**src/design/pvs_ram.sv**
```systemverilog
// ----------------------------------------------------------------------------
// pvs_ram
// Generic simple dual-port RAM: one write port, one read port, registered read.
// ----------------------------------------------------------------------------
module pvs_ram #(
    parameter int WIDTH = 8,
    parameter int DEPTH = 16
) (
    input  logic                     i_clk,
    input  logic                     i_we,
    input  logic [$clog2(DEPTH)-1:0] i_waddr,
    input  logic [WIDTH-1:0]         i_wdata,
    input  logic [$clog2(DEPTH)-1:0] i_raddr,
    output logic [WIDTH-1:0]         o_rdata
);

    logic [WIDTH-1:0] r_mem [DEPTH];
    logic [WIDTH-1:0] r_rdata;

    always_ff @(posedge i_clk) begin
        if (i_we) begin
            r_mem[i_waddr] <= i_wdata;
        end
    end

    always_ff @(posedge i_clk) begin
        r_rdata <= r_mem[i_raddr];
    end

    assign o_rdata = r_rdata;

endmodule

```
**config.mk**
```make
export PLATFORM = sky130hd
export DESIGN_NAME = pvs_ram
export DESIGN_NICKNAME = d
export VERILOG_FILES = /design/src/design/pvs_ram.sv
export SDC_FILE = /design/constraint.sdc
export NUM_CORES = 1
export LEC_CHECK = 0
export ABC_AREA = 1
export ABC_CLOCK_PERIOD_IN_PS = 1900
export BUFFER_PORTS_ARGS = -buffer_cell sky130_fd_sc_hd__clkbuf_2
export CORE_MARGIN = 2
export CORE_UTILIZATION = 61
export CTS_CLUSTER_SIZE = 10
export DETAILED_ROUTE_END_ITERATION = 10
export GPL_TIMING_DRIVEN = 0
export HOLD_SLACK_MARGIN = 0.03
export PLACE_DENSITY = 0.8
export SYNTH_ARGS = -nofsm -noshare
export SYNTH_HDL_FRONTEND = slang
export SYNTH_SLANG_ARGS = --single-unit
```
**constraint.sdc**
```tcl
create_clock -name i_clk -period 1.9 [get_ports i_clk]
set_clock_uncertainty 0.1 [all_clocks]
set_input_delay 0.38 -clock i_clk [delete_from_list [all_inputs] [get_ports i_clk]]
set_output_delay 0.38 -clock i_clk [all_outputs]
set_load 0.01 [all_outputs]
```
==> summary by stage <==
Clocking
Hold repair after CTS inserted 0 buffers. The CTS tree is built. The clock slew at the register clock pins of the worst setup and hold paths is 0.06 ns. Once the clock tree was built, the resizer swapped 0 gates to a different size. The number of H-tree levels is 4. The number of buffers inserted by post-CTS setup repair is 0. CTS saw 136 sinks.

The number of buffers inserted during clock tree synthesis is 17. The root cell of the clock tree is clkbuf_8. At the later pin of the worst-skew pair, clock insertion delay measures 0.53 ns.

The clock passes through at most 2 buffers.

Cells and area
The sequential cells in the finished layout cover a total of 4000 um^2. Summing all non-filler instances in the final layout gives an area of about 6600 um^2. The number of inserted filler cells in the final layout is 615. The final layout contains 610 nets. Of the cells placed in the final design, the portion with a size suffix greater than 1 is 12.7%. The multi-input logic area is 1210 um^2.

The layout overhead on the synthesized area is 14.6%. The count of antenna diodes in the layout is 0. Excluding fillers, the count of instances in the completed layout stands at 716.

Critical path
On the worst path, the slowest cell contributes a delay of 0.71 ns. The setup path with the least slack is of type in -> reg. The worst setup path is launched from an input port.

On the critical path, the stage with the largest delay is an instance of nor2_1. The largest fanout of any net on the critical path is 8. The signal on the critical path passes through clkbuf_2, nand3b_1, nor2_1.

The nature of the critical path endpoint is a register. Data on the critical path arrives at its endpoint at 1.50 ns. The required time of the critical path is 1.95 ns.

Route
The detailed router finished its first iteration with roughly 450 violations. After detailed routing, the average wire length per cell comes to 19.3 um. Across all layers, the routed design uses about 4000 vias. The post-detailed-route DRC marker count is 0. The via-per-instance ratio is 5.56.

The post-detailed-routing wire length is about 14000 um. Once detail routing completed, the nets flagged for antenna violations numbered 0. The iteration count of the initial detailed-routing pass is 6.

Pwr
IR analysis of the VDD net gives a maximum drop of 0.880 mV. The leakage power figure is about 2.9 nW. The power density over the cells is roughly 1100 nW/um^2.

Timing
The tightest hold path in the finished design has a slack of 0.187 ns. Derived from the worst setup path, the maximum achievable clock frequency is 0.692 GHz. In this run the tightest slew margin relative to its limit is 43.3%.

The max-slew violation count is 0. The number of failing hold endpoints at the final stage is 0. Once routing completed, OpenROAD measured the worst setup slack at roughly 0.46 ns. Setup repair after global routing left no endpoint under its margin. For the pin with the worst max-slew slack, the measured transition is 0.847 ns. The count of final setup violators is 0. The share of the cycle needed by the critical path after routing is 76.0%.

The shortest period the worst path allows is roughly 1.4 ns.

Floorplan
The number of primary I/O pins is 26. The overall die area is 10200 um^2. Row generation in the floorplan step produced 35 rows.

The core region is 9200 um^2. The die is 101 um wide. The initial utilization of the core area, before any placement, comes to 62.7%. The die is 101 um tall.

Run status
The run finished with clean final reports.

Global routing
Global routing consumed, over all layers together, slightly below 30% of the routing resources. The global-route wire length before repair is 21200 um. The number of global-route vias before repair is 3847. The initial antenna violation count is 0.

The global route total overflow is 0. Entering global routing, the biggest net connects 17 pins.

Hold path
The tightest min-delay check is of the in -> reg type.

Placed design
The cell count after placement is 684. The instance area after placement is ~6000 um^2. Input and output buffers added on the ports amount to 22. The sum of net half-perimeters after detailed placement is 8790 um. Routability-driven placement finished with a final weighted congestion of 0.911.

At the placement stage, the worst setup path has a slack of -0.0396 ns.

Run
The tool flagged a number of max-cap violations equal to 0.

Logic synthesis
The cell count after synthesis came out at about 550. After synthesis the cells add up to roughly 5800 um^2. After synthesis, the netlist uses 12 different library cells. For this run, the number of Yosys warnings is 0. The average instance in the mapped netlist occupies 10.5 um^2.

Sequential elements use slightly below 70% of the synthesized area. The flop and latch count out of synthesis is 136. The synthesized netlist net count is 569.
critical path: cells and delay by family:
family	cells	cell delay [ns]
buffers and inverters	1	0.11
AND/OR/NAND/NOR	2	1.00
worst paths after layout:
check | startpoint | to | slack [ns] | depth (start not counted)
worst min register to register | r_mem[10][6] | o_rdata[6] | 0.58 | 6
worst max-delay path | i_waddr[2] | r_mem[10][5] | 0.46 | 3
worst max register to register | r_mem[2][7] | o_rdata[7] | 0.75 | 6
worst min-delay path | i_raddr[2] | o_rdata[4] | 0.19 | 4
metal layers:
| layer | part of all wire, % | routed length, um | global-route usage (%) |
|---|---|---|---|
| met5 | 0 | 0 | 0 |
| met4 | 2.2 | 310 | 10.6 |
| met3 | 11 | 1580 | 7.25 |
| met2 | 46 | 6400 | 43.4 |
| met1 | 40 | 5540 | 42.2 |
Yosys cell counts, drive strengths merged:
library cell  number  share of area, %
buf               24               2.9
dfxtp              8               2.8
nand2            173                11
nand3b             2              0.26
nand3             97               8.4
inv              102               6.6
edfxtp           128                67
nor2              17               1.1
kinds of logic (layout without fill, tap and decap cells):
family        Yosys count  in the layout  synth area share, %
buf+inv               126            180                 9.52
flops                 136            136                 69.4
simple gates          289            289                 21.0
report_power, final:
group          internal, mW  switching, mW  leakage [nW]
clock                  2.01           1.28         0.276
sequential             3.35         0.0179          1.22
combinational         0.128          0.317          1.39
cell type report:
cell class,count,share of cell area (%)
Timing Repair Buffer,22,1.67
Inverter,102,5.80
Sequential cell,136,60.6
Clock buffer,18,6.33
Tap cell,111,2.10
Multi-Input combinational cell,289,18.4
Buffer,24,2.52
Clock inverter,14,2.61
placed cells by master (no fill, tap or decap), drive strengths merged:
cell	n
nand3	97
clkinv	4
clkbuf	40
edfxtp	128
nand3b	2
bufinv	3
dfxtp	8
nand2	173
inv	105
nor2	17
buf	24
clkinvlp	4
sequential cells by signal, summed over array words and instances, names as in the netlist:
signal / flops
o_rdata: 8
r_mem: 128
metrics by stage:
step / utilization [%] / power, mW / TNS [ns]
2_1_floorplan: - / 3.68 / 0
3_3_place_gp: 65.4 / 3.85 / -0.0546
3_5_place_dp: 65.4 / 3.87 / -0.635
4_1_cts: 71.8 / 7.10 / 0
5_1_grt: 71.8 / 7.28 / 0
6_report: 71.8 / 7.11 / 0
Note: power is estimated with default switching activity, not from simulation.
